**config.mk**
```make
export PLATFORM = sky130hd
export DESIGN_NAME = dual_token_bucket_limiter_top
export DESIGN_NICKNAME = d
export VERILOG_FILES = /design/src/rtl/core/dtbl_pkg.sv /design/src/rtl/core/dual_token_bucket_limiter_top.sv /design/src/rtl/core/dtbl_div.sv /design/src/rtl/core/dtbl_ctrl.sv
export SDC_FILE = /design/constraint.sdc
export NUM_CORES = 1
export LEC_CHECK = 0
export ABC_AREA = 1
export BUFFER_PORTS_ARGS = -buffer_cell sky130_fd_sc_hd__clkbuf_2
export CAP_MARGIN = 20
export CORE_UTILIZATION = 50
export DETAILED_ROUTE_END_ITERATION = 16
export GPL_ROUTABILITY_DRIVEN = 0
export PLACE_DENSITY = 0.65
export SYNTH_ARGS = -nofsm -noshare
export SYNTH_HDL_FRONTEND = slang
export SYNTH_SLANG_ARGS = --single-unit
```
**constraint.sdc**
```tcl
create_clock -name clock -period 5.7 [get_ports clock]
set_input_delay 0.57 -clock clock [delete_from_list [all_inputs] [get_ports clock]]
set_output_delay 0.57 -clock clock [all_outputs]
set_load 0.03 [all_outputs]
```
**src/rtl/core/dtbl_pkg.sv**
```systemverilog
// Shared types, codes and constants of the dual token bucket limiter.
// No dependencies; every other file of the block imports this package.
package dtbl_pkg;

   localparam int DEF_BURST_TICKS = 2000;
   localparam int DEF_LEVEL_BITS  = 48;

   localparam int RATE_BITS      = 20;
   localparam int COUNT_BITS     = 24;
   localparam int WAKE_BITS      = 24;
   localparam int ALLOW_BITS     = 31;
   localparam int CSR_INDEX_BITS = 1;

   localparam int SEGMENT    = 1460;
   localparam int MIN_WAKE   = 10;
   localparam int RATE_RESET = 1000000;

   localparam logic [1:0] CMD_TICK = 2'd0;
   localparam logic [1:0] CMD_EAT  = 2'd1;
   localparam logic [1:0] CMD_GET  = 2'd2;

   localparam logic DIR_READ  = 1'b0;
   localparam logic DIR_WRITE = 1'b1;

   localparam logic [CSR_INDEX_BITS-1:0] CSR_READ_RATE  = 1'b0;
   localparam logic [CSR_INDEX_BITS-1:0] CSR_WRITE_RATE = 1'b1;

   typedef struct packed {
      logic [1:0]            cmd;
      logic                  direction;
      logic [COUNT_BITS-1:0] byte_count;
   } req_payload_type;

   typedef struct packed {
      logic [ALLOW_BITS-1:0] allowed_bytes;
      logic                  read_paused;
      logic                  write_paused;
      logic                  read_changed;
      logic                  write_changed;
      logic [WAKE_BITS-1:0]  read_wake_ticks;
      logic [WAKE_BITS-1:0]  write_wake_ticks;
   } rsp_payload_type;

   typedef struct packed {
      logic                 done;
      logic [WAKE_BITS-1:0] quot;
   } div_rsp_type;

   // Bucket cap at the reset rate.
   function automatic logic [63:0] reset_cap(input int unsigned burst);
      return 64'(burst) * 64'(RATE_RESET);
   endfunction

endpackage

```
**src/rtl/core/dual_token_bucket_limiter_top.sv**
```systemverilog
// Top level of the dual token bucket limiter: rate registers, caps, output register.
// Depends on dtbl_pkg and dtbl_ctrl (which holds dtbl_div).
//
//   port group  direction  handshake            carries
//   req_*       in         req_valid/req_stall  req_payload_type (cmd, direction, byte_count)
//   rsp_*       out        rsp_valid/rsp_stall  rsp_payload_type (allowance, pause, wake)
//   csr_*       in         csr_we               csr_index, csr_wdata (rate per tick)
//
// One transaction is taken at a time: both buckets are updated, then each direction
// is checked in turn, and each paused direction also waits on the shared serial
// divider (check, quotient steps and hand-back) for its wake delay.
// A rate write takes effect at once; the bucket is cut down in the next cycle,
// and no transaction is accepted in that cycle. Reset restores both rates and
// fills both buckets. A stalled result stays in the output register and holds
// back the next result, which waits in the sequencer until the register is free.
module dual_token_bucket_limiter_top #(
   parameter int BURST_TICKS = dtbl_pkg::DEF_BURST_TICKS,
   parameter int LEVEL_BITS  = dtbl_pkg::DEF_LEVEL_BITS
) (
   input  logic                                clock,
   input  logic                                reset,
   input  logic                                req_valid,
   output logic                                req_stall,
   input  dtbl_pkg::req_payload_type           req_payload,
   output logic                                rsp_valid,
   input  logic                                rsp_stall,
   output dtbl_pkg::rsp_payload_type           rsp_payload,
   input  logic                                csr_we,
   input  logic [dtbl_pkg::CSR_INDEX_BITS-1:0] csr_index,
   input  logic [dtbl_pkg::RATE_BITS-1:0]      csr_wdata
);
   import dtbl_pkg::*;

   localparam int BURST_BITS = $clog2(BURST_TICKS + 1);
   localparam int PROD_BITS  = BURST_BITS + RATE_BITS;
   localparam logic [LEVEL_BITS-1:0] CapReset = LEVEL_BITS'(reset_cap(BURST_TICKS));

   logic [RATE_BITS-1:0]  rate_ff [2];
   logic [RATE_BITS-1:0]  rate_in [2];
   logic [LEVEL_BITS-1:0] cap_ff [2];
   logic [LEVEL_BITS-1:0] cap_in [2];
   logic [1:0]            clip_ff, clip_in;
   logic                  rsp_valid_ff, rsp_valid_in;
   rsp_payload_type       rsp_payload_ff, rsp_payload_in;
   logic [BURST_BITS-1:0] burst_c;
   logic [PROD_BITS-1:0]  cap_prod;
   logic                  out_free;
   logic                  load;
   rsp_payload_type       result;

   assign burst_c  = BURST_BITS'(BURST_TICKS);
   assign cap_prod = burst_c * csr_wdata;

   always_comb begin
      for (int i = 0; i < 2; i++) begin
         rate_in[i] = rate_ff[i];
         cap_in[i]  = cap_ff[i];
         clip_in[i] = 1'b0;
      end
      if (csr_we) begin
         case (csr_index)
            CSR_READ_RATE: begin
               rate_in[DIR_READ] = csr_wdata;
               cap_in[DIR_READ]  = LEVEL_BITS'(cap_prod);
               clip_in[DIR_READ] = 1'b1;
            end
            CSR_WRITE_RATE: begin
               rate_in[DIR_WRITE] = csr_wdata;
               cap_in[DIR_WRITE]  = LEVEL_BITS'(cap_prod);
               clip_in[DIR_WRITE] = 1'b1;
            end
            default: begin
               clip_in = '0;
            end
         endcase
      end
   end

   dtbl_ctrl #(
      .BURST_TICKS (BURST_TICKS),
      .LEVEL_BITS  (LEVEL_BITS)
   ) u_ctrl (
      .clock       (clock),
      .reset       (reset),
      .req_valid   (req_valid),
      .req_stall   (req_stall),
      .req_payload (req_payload),
      .csr_busy    (csr_we),
      .rate        (rate_ff),
      .cap         (cap_ff),
      .clip        (clip_ff),
      .out_free    (out_free),
      .load        (load),
      .result      (result)
   );

   // output register: free when empty or being taken this cycle
   assign out_free = !rsp_valid_ff || !rsp_stall;

   always_comb begin
      rsp_valid_in   = rsp_valid_ff;
      rsp_payload_in = rsp_payload_ff;
      if (load) begin
         rsp_valid_in   = 1'b1;
         rsp_payload_in = result;
      end else if (!rsp_stall) begin
         rsp_valid_in = 1'b0;
      end
   end

   always_ff @(posedge clock) begin
      if (reset) begin
         rate_ff[0]   <= RATE_BITS'(RATE_RESET);
         rate_ff[1]   <= RATE_BITS'(RATE_RESET);
         cap_ff[0]    <= CapReset;
         cap_ff[1]    <= CapReset;
         clip_ff      <= '0;
         rsp_valid_ff <= 1'b0;
      end else begin
         rate_ff[0]   <= rate_in[0];
         rate_ff[1]   <= rate_in[1];
         cap_ff[0]    <= cap_in[0];
         cap_ff[1]    <= cap_in[1];
         clip_ff      <= clip_in;
         rsp_valid_ff <= rsp_valid_in;
      end
      rsp_payload_ff <= rsp_payload_in;
   end

   assign rsp_valid   = rsp_valid_ff;
   assign rsp_payload = rsp_payload_ff;

endmodule

```
**src/rtl/core/dtbl_div.sv**
```systemverilog
// Serial divider for the wake delay: saturating 24-bit quotient, one bit a cycle.
// Depends on dtbl_pkg.
module dtbl_div #(
   parameter int NUM_BITS = dtbl_pkg::DEF_LEVEL_BITS + 1
) (
   input  logic                          clock,
   input  logic                          reset,
   input  logic                          start,
   input  logic [NUM_BITS-1:0]           num,
   input  logic [dtbl_pkg::RATE_BITS-1:0] den,
   output dtbl_pkg::div_rsp_type         rsp
);
   import dtbl_pkg::*;

   localparam int EXT_BITS = (NUM_BITS > WAKE_BITS + RATE_BITS) ?
                             NUM_BITS : WAKE_BITS + RATE_BITS + 1;
   localparam int HI_BITS  = EXT_BITS - WAKE_BITS;
   localparam int CNT_BITS = $clog2(WAKE_BITS);

   typedef enum logic [2:0] {
      D_IDLE  = 3'b001,
      D_CHECK = 3'b010,
      D_RUN   = 3'b100
   } div_state_type;

   div_state_type         state_ff, state_in;
   logic [EXT_BITS-1:0]   num_ff, num_in;
   logic [RATE_BITS-1:0]  den_ff, den_in;
   logic [RATE_BITS-1:0]  rem_ff, rem_in;
   logic [WAKE_BITS-1:0]  quo_ff, quo_in;
   logic [CNT_BITS-1:0]   cnt_ff, cnt_in;
   logic                  done_ff, done_in;
   logic [RATE_BITS+1:0]  trial;
   logic                  trial_ok;

   assign trial    = {1'b0, rem_ff, quo_ff[WAKE_BITS-1]} - {2'b00, den_ff};
   assign trial_ok = !trial[RATE_BITS+1];

   always_comb begin
      state_in = state_ff;
      num_in   = num_ff;
      den_in   = den_ff;
      rem_in   = rem_ff;
      quo_in   = quo_ff;
      cnt_in   = cnt_ff;
      done_in  = 1'b0;
      case (state_ff)
         D_IDLE: begin
            if (start) begin
               num_in   = EXT_BITS'(num);
               den_in   = den;
               state_in = D_CHECK;
            end
         end
         D_CHECK: begin
            // quotient would not fit in 24 bits (also covers a zero divisor)
            if (num_ff[EXT_BITS-1:WAKE_BITS] >= HI_BITS'(den_ff)) begin
               quo_in   = '1;
               done_in  = 1'b1;
               state_in = D_IDLE;
            end else begin
               rem_in   = num_ff[WAKE_BITS+RATE_BITS-1:WAKE_BITS];
               quo_in   = num_ff[WAKE_BITS-1:0];
               cnt_in   = '0;
               state_in = D_RUN;
            end
         end
         D_RUN: begin
            rem_in = trial_ok ? trial[RATE_BITS-1:0] :
                                {rem_ff[RATE_BITS-2:0], quo_ff[WAKE_BITS-1]};
            quo_in = {quo_ff[WAKE_BITS-2:0], trial_ok};
            cnt_in = cnt_ff + 1'b1;
            if (cnt_ff == CNT_BITS'(WAKE_BITS - 1)) begin
               done_in  = 1'b1;
               state_in = D_IDLE;
            end
         end
         default: begin
            state_in = D_IDLE;
         end
      endcase
   end

   always_ff @(posedge clock) begin
      if (reset) begin
         state_ff <= D_IDLE;
         done_ff  <= 1'b0;
      end else begin
         state_ff <= state_in;
         done_ff  <= done_in;
      end
      num_ff <= num_in;
      den_ff <= den_in;
      rem_ff <= rem_in;
      quo_ff <= quo_in;
      cnt_ff <= cnt_in;
   end

   assign rsp.done = done_ff;
   assign rsp.quot = quo_ff;

endmodule

```
**src/rtl/core/dtbl_ctrl.sv**
```systemverilog
// Sequencer and bucket state: update, cap, pause check and wake delay per direction.
// Depends on dtbl_pkg and dtbl_div.
module dtbl_ctrl #(
   parameter int BURST_TICKS = dtbl_pkg::DEF_BURST_TICKS,
   parameter int LEVEL_BITS  = dtbl_pkg::DEF_LEVEL_BITS
) (
   input  logic                           clock,
   input  logic                           reset,
   input  logic                           req_valid,
   output logic                           req_stall,
   input  dtbl_pkg::req_payload_type      req_payload,
   input  logic                           csr_busy,
   input  logic [dtbl_pkg::RATE_BITS-1:0] rate [2],
   input  logic [LEVEL_BITS-1:0]          cap [2],
   input  logic [1:0]                     clip,
   input  logic                           out_free,
   output logic                           load,
   output dtbl_pkg::rsp_payload_type      result
);
   import dtbl_pkg::*;

   localparam int NUM_BITS = LEVEL_BITS + 1;
   localparam logic signed [LEVEL_BITS-1:0] LvlReset =
      LEVEL_BITS'(reset_cap(BURST_TICKS));
   localparam logic signed [LEVEL_BITS-1:0] LvlMin = {1'b1, {(LEVEL_BITS-1){1'b0}}};
   localparam logic signed [LEVEL_BITS:0]   LvlMinX = {LvlMin[LEVEL_BITS-1], LvlMin};
   localparam logic signed [LEVEL_BITS-1:0] SegLvl = LEVEL_BITS'(SEGMENT);
   localparam logic [NUM_BITS-1:0]          SegM1 = NUM_BITS'(SEGMENT - 1);

   typedef enum logic [4:0] {
      C_IDLE = 5'b00001,
      C_UPD  = 5'b00010,
      C_CHK  = 5'b00100,
      C_DIV  = 5'b01000,
      C_DONE = 5'b10000
   } ctrl_state_type;

   ctrl_state_type               state_ff, state_in;
   logic                         sel_ff, sel_in;
   logic [1:0]                   cmd_ff, cmd_in;
   logic                         dir_ff, dir_in;
   logic [COUNT_BITS-1:0]        count_ff, count_in;
   logic signed [LEVEL_BITS-1:0] level_ff [2];
   logic signed [LEVEL_BITS-1:0] level_in [2];
   logic [1:0]                   stopped_ff, stopped_in;
   logic [1:0]                   changed_ff, changed_in;
   logic [WAKE_BITS-1:0]         wake_ff [2];
   logic [WAKE_BITS-1:0]         wake_in [2];
   logic [ALLOW_BITS-1:0]        allowed_ff, allowed_in;

   logic signed [LEVEL_BITS-1:0] lvl_sel;
   logic signed [LEVEL_BITS:0]   upd_opnd, upd_sum, cap_x;
   logic signed [LEVEL_BITS-1:0] upd_val;
   logic                         want;
   logic                         div_start;
   logic [NUM_BITS-1:0]          div_num;
   div_rsp_type                  div_rsp;

   assign lvl_sel = level_ff[sel_ff];
   assign cap_x   = $signed({1'b0, cap[sel_ff]});

   // One bucket update: add rate, take bytes or keep level; clamp to both ends.
   always_comb begin
      case (cmd_ff)
         CMD_TICK: upd_opnd = $signed({1'b0, LEVEL_BITS'(rate[sel_ff])});
         CMD_EAT:  upd_opnd = (dir_ff == sel_ff) ?
                              -$signed({1'b0, LEVEL_BITS'(count_ff)}) : '0;
         default:  upd_opnd = '0;
      endcase
      upd_sum = $signed({lvl_sel[LEVEL_BITS-1], lvl_sel}) + upd_opnd;
      if (upd_sum < LvlMinX) begin
         upd_val = LvlMin;
      end else if (upd_sum > cap_x) begin
         upd_val = cap_x[LEVEL_BITS-1:0];
      end else begin
         upd_val = upd_sum[LEVEL_BITS-1:0];
      end
   end

   assign want      = lvl_sel < SegLvl;
   assign div_start = (state_ff == C_CHK) && want;
   // ceil((1460 - level) / rate) as floor((1459 + rate - level) / rate)
   assign div_num   = SegM1 + NUM_BITS'(rate[sel_ff]) - {lvl_sel[LEVEL_BITS-1], lvl_sel};

   dtbl_div #(
      .NUM_BITS (NUM_BITS)
   ) u_div (
      .clock (clock),
      .reset (reset),
      .start (div_start),
      .num   (div_num),
      .den   (rate[sel_ff]),
      .rsp   (div_rsp)
   );

   always_comb begin
      state_in   = state_ff;
      sel_in     = sel_ff;
      cmd_in     = cmd_ff;
      dir_in     = dir_ff;
      count_in   = count_ff;
      stopped_in = stopped_ff;
      changed_in = changed_ff;
      allowed_in = allowed_ff;
      load       = 1'b0;
      for (int i = 0; i < 2; i++) begin
         level_in[i] = level_ff[i];
         wake_in[i]  = wake_ff[i];
         // cut the bucket down after a rate write
         if (clip[i] && (level_ff[i] > $signed(cap[i]))) begin
            level_in[i] = cap[i];
         end
      end
      case (state_ff)
         C_IDLE: begin
            if (req_valid && !req_stall) begin
               cmd_in     = req_payload.cmd;
               dir_in     = req_payload.direction;
               count_in   = req_payload.byte_count;
               allowed_in = '0;
               sel_in     = DIR_READ;
               state_in   = C_UPD;
            end
         end
         C_UPD: begin
            level_in[sel_ff] = upd_val;
            sel_in = !sel_ff;
            if (sel_ff == DIR_WRITE) begin
               state_in = C_CHK;
            end
         end
         C_CHK: begin
            stopped_in[sel_ff] = want;
            changed_in[sel_ff] = want != stopped_ff[sel_ff];
            if ((cmd_ff == CMD_GET) && (dir_ff == sel_ff) && !want) begin
               allowed_in = (|lvl_sel[LEVEL_BITS-2:ALLOW_BITS]) ? '1 :
                            lvl_sel[ALLOW_BITS-1:0];
            end
            if (want) begin
               state_in = C_DIV;
            end else begin
               wake_in[sel_ff] = '0;
               sel_in   = !sel_ff;
               state_in = (sel_ff == DIR_WRITE) ? C_DONE : C_CHK;
            end
         end
         C_DIV: begin
            if (div_rsp.done) begin
               wake_in[sel_ff] = (div_rsp.quot < WAKE_BITS'(MIN_WAKE)) ?
                                 WAKE_BITS'(MIN_WAKE) : div_rsp.quot;
               sel_in   = !sel_ff;
               state_in = (sel_ff == DIR_WRITE) ? C_DONE : C_CHK;
            end
         end
         C_DONE: begin
            if (out_free) begin
               load     = 1'b1;
               state_in = C_IDLE;
            end
         end
         default: begin
            state_in = C_IDLE;
         end
      endcase
   end

   assign req_stall = (state_ff != C_IDLE) || csr_busy || (|clip);

   always_ff @(posedge clock) begin
      if (reset) begin
         state_ff    <= C_IDLE;
         sel_ff      <= DIR_READ;
         level_ff[0] <= LvlReset;
         level_ff[1] <= LvlReset;
         stopped_ff  <= '0;
      end else begin
         state_ff    <= state_in;
         sel_ff      <= sel_in;
         level_ff[0] <= level_in[0];
         level_ff[1] <= level_in[1];
         stopped_ff  <= stopped_in;
      end
      cmd_ff     <= cmd_in;
      dir_ff     <= dir_in;
      count_ff   <= count_in;
      changed_ff <= changed_in;
      wake_ff[0] <= wake_in[0];
      wake_ff[1] <= wake_in[1];
      allowed_ff <= allowed_in;
   end

   assign result.allowed_bytes    = allowed_ff;
   assign result.read_paused      = stopped_ff[DIR_READ];
   assign result.write_paused     = stopped_ff[DIR_WRITE];
   assign result.read_changed     = changed_ff[DIR_READ];
   assign result.write_changed    = changed_ff[DIR_WRITE];
   assign result.read_wake_ticks  = wake_ff[DIR_READ];
   assign result.write_wake_ticks = wake_ff[DIR_WRITE];

endmodule

```
==> flow_summary.toml, run 1 <==
[run_status]
outcome = "finished, violations left"
violations = "setup timing"

[clock_tree]
ctsHoldBuffers = 0
cts_tree = "built"
cts_max_level = 2
numCtsBuffers = 56
clk_pin_slew_ns = 0.06
cts_sinks = 511
insertion_delay_ns = 0.65
root_buffer = "clkbuf_16"
cts_buffer_depth = 3

[global_routing]
grtUsageMet1_pct = 37.96
grt.busiest_layer = "met2"
grt.met3_usage_pct = 7.062
use_met2_pct = 49.40
overflow = 0
first_global_vias = 29079
grt_pass1_wl_mm = 166.2
grt_usage_pct = 31.22
grt_antenna_before_repair = 2
grt_start_max_net_pins = 88

[pwr]
total_power_mw = 12.19
vdd_drop_max_mv = 0.2365
p_switching_mw = 4.368
pwr-share-comb_pct = 35.8
p_leak_nw = 18.33
intPower_mw = 7.820
clkPwrFrac_pct = 30.2
p_seq_share_pct = 34.0
swShare_pct = 35.84
p_per_area_nw_per_um2 = 305.7

[yosys]
synthXorXnorAreaFrac_pct = 3.202
netlist_area_um2 = 34190
synth_most_common_cell = "nand2_1"
synth_edf_count = 309
synth_warnings = 0
ys.flop_type = "edfxtp_1"
async_reset_ff_share_pct = 0
synth_nets = 4664
ys_seq_area_share_pct = 38.96
yosys.area.top_type_share_pct = 27.14
ys_types = 56
synth_top_family_by_area = "simple AND/OR/NAND/NOR gates"
synthTopCellsByCount = "nand2_1, inv_1, o21ai_0"
synthTopCellsByArea = "edfxtp_1, dfxtp_1, ha_1"
synth_compound_area_share_pct = 14.64
synthAdderAreaFrac_pct = 13.57
synth_seq_cells = 511
synth-simple-area-share_pct = 20.67
syn_area_per_cell_um2 = 7.982
synthCells = 4284
synth_area_leader_cell = "edfxtp_1"
synthMuxAreaShare_pct = 0.08782

[worst_setup_path]
critPathKind = "flip-flop to flip-flop"
critical_path.startpoint_type = "flip-flop"
r2r-start = "u_ctrl.count_ff[2]$_DFFE_PP_"
cpPeakStageDelay_ns = 0.38
endpoint_kind = "flip-flop"
cp.arrival_ns = 6.39
critPathLaunch = "u_ctrl.count_ff[2]$_DFFE_PP_"
reg2regPathDepth = 39
slowest_stage = "edfxtp_1"
crit_path_end = "u_ctrl.level_ff[1][2]$_SDFF_PP0_"
cp.required_ns = 6.22
path_max_fanout = 7
crit_top_cell = "nand2_1"
regToRegEndpoint = "u_ctrl.level_ff[1][2]$_SDFF_PP0_"
regToRegSetupSlack_ns = -0.16

[floorplan]
start_util_pct = 50.74
io_pins = 138
core_um2 = 67400
rows = 95
die_area_um2 = 69440
die_w_um = 263.5
die_h_um = 263.5

[drt]
ant_nets = 0
drt-initial-drc-count = 2803
routed_via_density = 5.639
post_drt_wl_per_cell_um = 20.24
wl_mm = 111.4
dr.pass1.iters = 8
vias = 31043
drcViolationCount = 0

[timing]
worst_slack_ns = -0.1634
fin_skew_ns = 0.04842
fin_crit_sh_pct = 102.9
tightest_slew_ns = 1.078
setup_viol_count_final = 92
hold_viol = 0
fmax_mhz = 170.6
slew_viol_final = 0
finalCriticalPeriod_ns = 5.863
relSlewSlack_pct = 27.40
rsz0062_at_grt = "yes"

[placed_design]
hpwl_mm = 84.02
preCtsSetupSlack_ns = -0.1662
post_dp_cell_area_um2 = 37300
portBuffers = 137

[cells_and_area]
finalInstanceArea_um2 = 39870
fillCellCount = 6194
nets = 4962
area_delta_synth_final_pct = 16.61
drive_gt1_share_pct = 15.34
regArea_um2 = 13330
multi_input_area_um2 = 18420

[flow_run]
max_cap_viol_count = 0

[hold_path]
hp-class = "input pin to flip-flop"
-- cell families after synthesis --
family | after synthesis
AO/OA/AOI/OAI | 912
flip-flops | 511
adder cells (fa/ha/maj) | 327
buffers and inverters | 784
XOR/XNOR | 125
AND/OR/NAND/NOR | 1622
multiplexers | 3
-- worst max-delay path: cells and delay by family, from the launching register on --
kind                       cells  cell delay [ns]
and+or+nand+nor               28             3.47
AOI/OAI and AO/OA              5             0.95
adders and majority gates      2             0.51
DFF                            1             0.38
buffers and inverters          3             0.30
xor gates and xnor gates       1             0.16
-- worst min path at each step --
| stage | end | cells past startpoint | start | slack, ns |
|---|---|---|---|---|
| after CTS | u_ctrl.cmd_ff[0]$_DFFE_PP_ | 1 | req_payload[25] | 0.11 |
| after detailed placement | rsp_payload[77]$_DFFE_PP_ | 0 | u_ctrl.allowed_ff[25]$_SDFFCE_PP0P_ | 0.40 |
| final | u_ctrl.cmd_ff[0]$_DFFE_PP_ | 1 | req_payload[25] | 0.13 |
| after global placement | rsp_payload[63]$_DFFE_PP_ | 0 | u_ctrl.allowed_ff[11]$_SDFFCE_PP0P_ | 0.40 |
| after global routing | u_ctrl.cmd_ff[0]$_DFFE_PP_ | 1 | req_payload[25] | 0.11 |
| after floorplan | rsp_payload[48]$_DFFE_PP_ | 0 | u_ctrl.changed_ff[1]$_DFFE_PP_ | 0.40 |
-- final cells by class --
class	count	area share, %
inverter	633	5.965
clock inverter	22	0.6339
timing repair buffer	391	6.954
tap	873	2.739
clock buffer	82	4.064
sequential	511	33.43
antenna	4	0.02510
multi-input combinational	2989	46.19
-- routing by layer --
metal  wire length (µm)  vias to the layer above
met5                  0                        -
met4               8292                        0
met3               9504                      375
met2              49880                     1290
met1              43750                    14392
li1                   -                    14986
-- flip-flops by register name, indices dropped and copies added (netlist names), 20 cells and up, named ones only --
| register | flops |
|---|---|
| u_ctrl.u_div.quo_ff | 24 |
| rsp_payload | 83 |
| rate_ff | 40 |
| u_ctrl.count_ff | 24 |
| u_ctrl.allowed_ff | 31 |
| u_ctrl.u_div.rem_ff | 20 |
| u_ctrl.u_div.num_ff | 49 |
| u_ctrl.u_div.den_ff | 20 |
| u_ctrl.level_ff | 96 |
| cap_ff | 50 |
| u_ctrl.wake_ff | 48 |
-- power groups by stage --
stage / Combinational, mW / Sequential (mW) / Clock, mW
after CTS: 4.14 / 4.14 / 3.74
final: 4.36 / 4.14 / 3.68
after floorplan: 2.76 / 4.19 / 0
after global routing: 4.79 / 4.15 / 3.88
after global placement: 4.09 / 4.21 / 0
after detailed placement: 4.12 / 4.22 / 0
-- layout by cell type, fill, tap and decap left out, types with 137 or more instances in the layout --
cell type and instances:
dfxtp_1 200, ha_1 245, buf_4 239, inv_1 595, nand3_1 251, clkbuf_2 137, a21oi_1 290, nand2_1 773
nor2_1 293, o21ai_0 412, edfxtp_1 309
-- metrics by stage --
stage / cells / hold WS (ns) / setup TNS, ns / utilization, %
floorplan: 4284 / 0.4003 / 0 / -
global placement: 5379 / 0.4019 / -0.2485 / 55.31
detailed placement: 5380 / 0.4045 / -10.85 / 55.34
CTS: 5484 / 0.1105 / 0 / 58.15
global route: 5501 / 0.1121 / -40.28 / 59.15
finish: 5505 / 0.1311 / -4.987 / 59.16
-- repair_timing --
action,in CTS,in global routing
hold endpoints to repair,0,0
buffers inserted,0,14
setup endpoints to repair,94,95
cloned,0,3
gates resized for setup,6,112
pin swaps,0,40
No activity file was read; power rests on OpenSTA's default activity.
==> inputs of run 2 (changes only) <==
--- a/config.mk
+++ b/config.mk
@@ -8,10 +8,10 @@
 export ABC_AREA = 1
 export BUFFER_PORTS_ARGS = -buffer_cell sky130_fd_sc_hd__clkbuf_2
 export CAP_MARGIN = 20
-export CORE_UTILIZATION = 50
+export CORE_UTILIZATION = 35
 export DETAILED_ROUTE_END_ITERATION = 16
 export GPL_ROUTABILITY_DRIVEN = 0
-export PLACE_DENSITY = 0.65
+export PLACE_DENSITY = 0.48
 export SYNTH_ARGS = -nofsm -noshare
 export SYNTH_HDL_FRONTEND = slang
 export SYNTH_SLANG_ARGS = --single-unit
==> flow_summary.toml, run 2 (synthesis results as in run 1) <==
[run_status]
outcome = "finished, violations left"
violations = "setup timing"

[floorplan]
die_h_um = 314.6
start_util_pct = 35.36
core_um2 = 96710
die_w_um = 314.6
rows = 114
io_pins = 138
die_area_um2 = 98950

[timing]
slew_viol_final = 0
tightest_slew_ns = 1.027
setup_viol_count_final = 94
finalCriticalPeriod_ns = 5.900
fin_skew_ns = 0.05243
worst_slack_ns = -0.2000
rsz0062_at_grt = "yes"
fin_crit_sh_pct = 103.5
hold_viol = 0
relSlewSlack_pct = 31.43
fin_tns_setup_ns = -12.97
fmax_mhz = 169.5

[cells_and_area]
top_register = "u_ctrl.level_ff"
mostFrequentLayoutCell = "nand2_1"
most-common-layout-cells = "nand2_1, inv_1, o21ai_0"
fillCellCount = 9995
area_delta_synth_final_pct = 21.30
largest_reg_flops = 96
nets = 5047
drive_gt1_share_pct = 17.90

[global_routing]
overflow = 0
grt_usage_pct = 24.64
first_global_vias = 29549
grt_antenna_before_repair = 2
grt_start_max_net_pins = 88
grt_pass1_wl_mm = 183.7

[worst_setup_path]
crit_buf_inv = 7
cp.arrival_ns = 6.46
r2r-start = "u_ctrl.count_ff[2]$_DFFE_PP_"
critPathTopFamily = "simple AND/OR/NAND/NOR gates"
cp.required_ns = 6.26
regToRegSetupSlack_ns = -0.20
cpPeakStageDelay_ns = 0.38
critical_path.startpoint_type = "flip-flop"
reg2regPathDepth = 41
critPathKind = "flip-flop to flip-flop"
slowest_stage = "edfxtp_1"
path_max_fanout = 7
endpoint_kind = "flip-flop"
regToRegEndpoint = "u_ctrl.level_ff[0][2]$_SDFF_PP0_"

[hold_path]
hold_start = "req_payload[24]"
hold_path_depth = 1
min_delay_worst_endpoint = "u_ctrl.dir_ff$_DFFE_PP_"
hp-class = "input pin to flip-flop"

[clock_tree]
cts_max_level = 2
clk_pin_slew_ns = 0.06
ctsHoldBuffers = 0
cts_tree = "built"
cts_buffer_depth = 3
root_buffer = "clkbuf_16"
insertion_delay_ns = 0.68
cts_sinks = 511
numCtsBuffers = 60

[drt]
drt-initial-drc-count = 2377
ant_nets = 0
wl_mm = 123.7
drcViolationCount = 0
routed_via_density = 5.123
post_drt_wl_per_cell_um = 20.63
vias = 30714
dr.pass1.iters = 6

[flow_run]
max_cap_viol_count = 0

[placed_design]
hpwl_mm = 95.54
portBuffers = 137
preCtsSetupSlack_ns = -0.3475

[pwr]
total_power_mw = 12.69
p_leak_nw = 18.99
p_per_area_nw_per_um2 = 305.9
vdd_drop_max_mv = 0.2129
## run 2: cell count changes in the layout (fill, tap and decap cells not counted), sizes merged
cell,before,now
buf,251,332
bufinv,4,8
clkbuf,222,221
clkinv,16,19
diode,4,3
inv,632,633
## run 2: metal layers
metal  part of all wire [%]  track usage, %
met1                     42           31.11
met2                     46           40.54
met3                    6.3           4.447
met5                 0.0065               0
met4                    5.2           11.82
## run 2: worst max-delay path by stage
stage | start | to | depth (start not counted)
finish | u_ctrl.count_ff[2]$_DFFE_PP_ | u_ctrl.level_ff[0][2]$_SDFF_PP0_ | 41
CTS | u_ctrl.count_ff[1]$_DFFE_PP_ | u_ctrl.level_ff[1][2]$_SDFF_PP0_ | 42
global placement | u_ctrl.count_ff[1]$_DFFE_PP_ | u_ctrl.level_ff[1][7]$_SDFF_PP0_ | 41
floorplan | u_ctrl.state_ff[0]$_SDFFE_PP1P_ | rsp_payload[0]$_DFFE_PP_ | 5
global route | u_ctrl.count_ff[2]$_DFFE_PP_ | u_ctrl.level_ff[1][1]$_SDFF_PP0_ | 41
detailed placement | u_ctrl.count_ff[1]$_DFFE_PP_ | u_ctrl.level_ff[1][4]$_SDFF_PP0_ | 42
## run 2: where the power goes
part	switching [mW]	total (mW)	internal, mW
logic	2.81	4.46	1.66
registers	0.0812	4.14	4.06
clock network	1.65	4.08	2.43
total	4.54	12.7	8.15
## run 2: timing repair
item                                    4_1_cts  5_1_grt
gates resized for setup                      29      146
pin swaps                                     6       53
cloned                                        2        3
buffers inserted                             18       13
endpoints found under the setup margin       94       94
hold endpoints to repair                      0        0
## run 2: final cells by class
cell class | count | area (µm²) | share of cell area, %
multi-input cells | 2989 | 18610 | 44.88
flip-flops and latches | 511 | 13330 | 32.13
repair buffers | 472 | 3463 | 8.350
inverters | 633 | 2382 | 5.743
clock buffers | 81 | 1680 | 4.051
well taps | 1276 | 1597 | 3.849
clock inverters | 30 | 406.6 | 0.9804
diodes | 3 | 7.507 | 0.01810
## run 2: worst register-to-register path, delay by kind of cell (launching register included)
kind | cells | cell delay [ns]
flops | 1 | 0.38
fa+ha+maj | 2 | 0.64
simple gates | 27 | 3.24
xor+xnor | 1 | 0.18
buf+inv | 7 | 0.71
compound gates | 4 | 0.70
## run 2: metrics by stage
stage                     util [%]  area (µm²)  hold WS (ns)  cells
after floorplan                  -       34190        0.4003   4284
after global placement       39.56       38260        0.4024   5844
after detailed placement     39.61       38300        0.4045   5846
after CTS                    42.08       40690       0.03980   5977
after global routing         42.88       41470       0.06070   5992
final                        42.89       41480       0.08215   5995
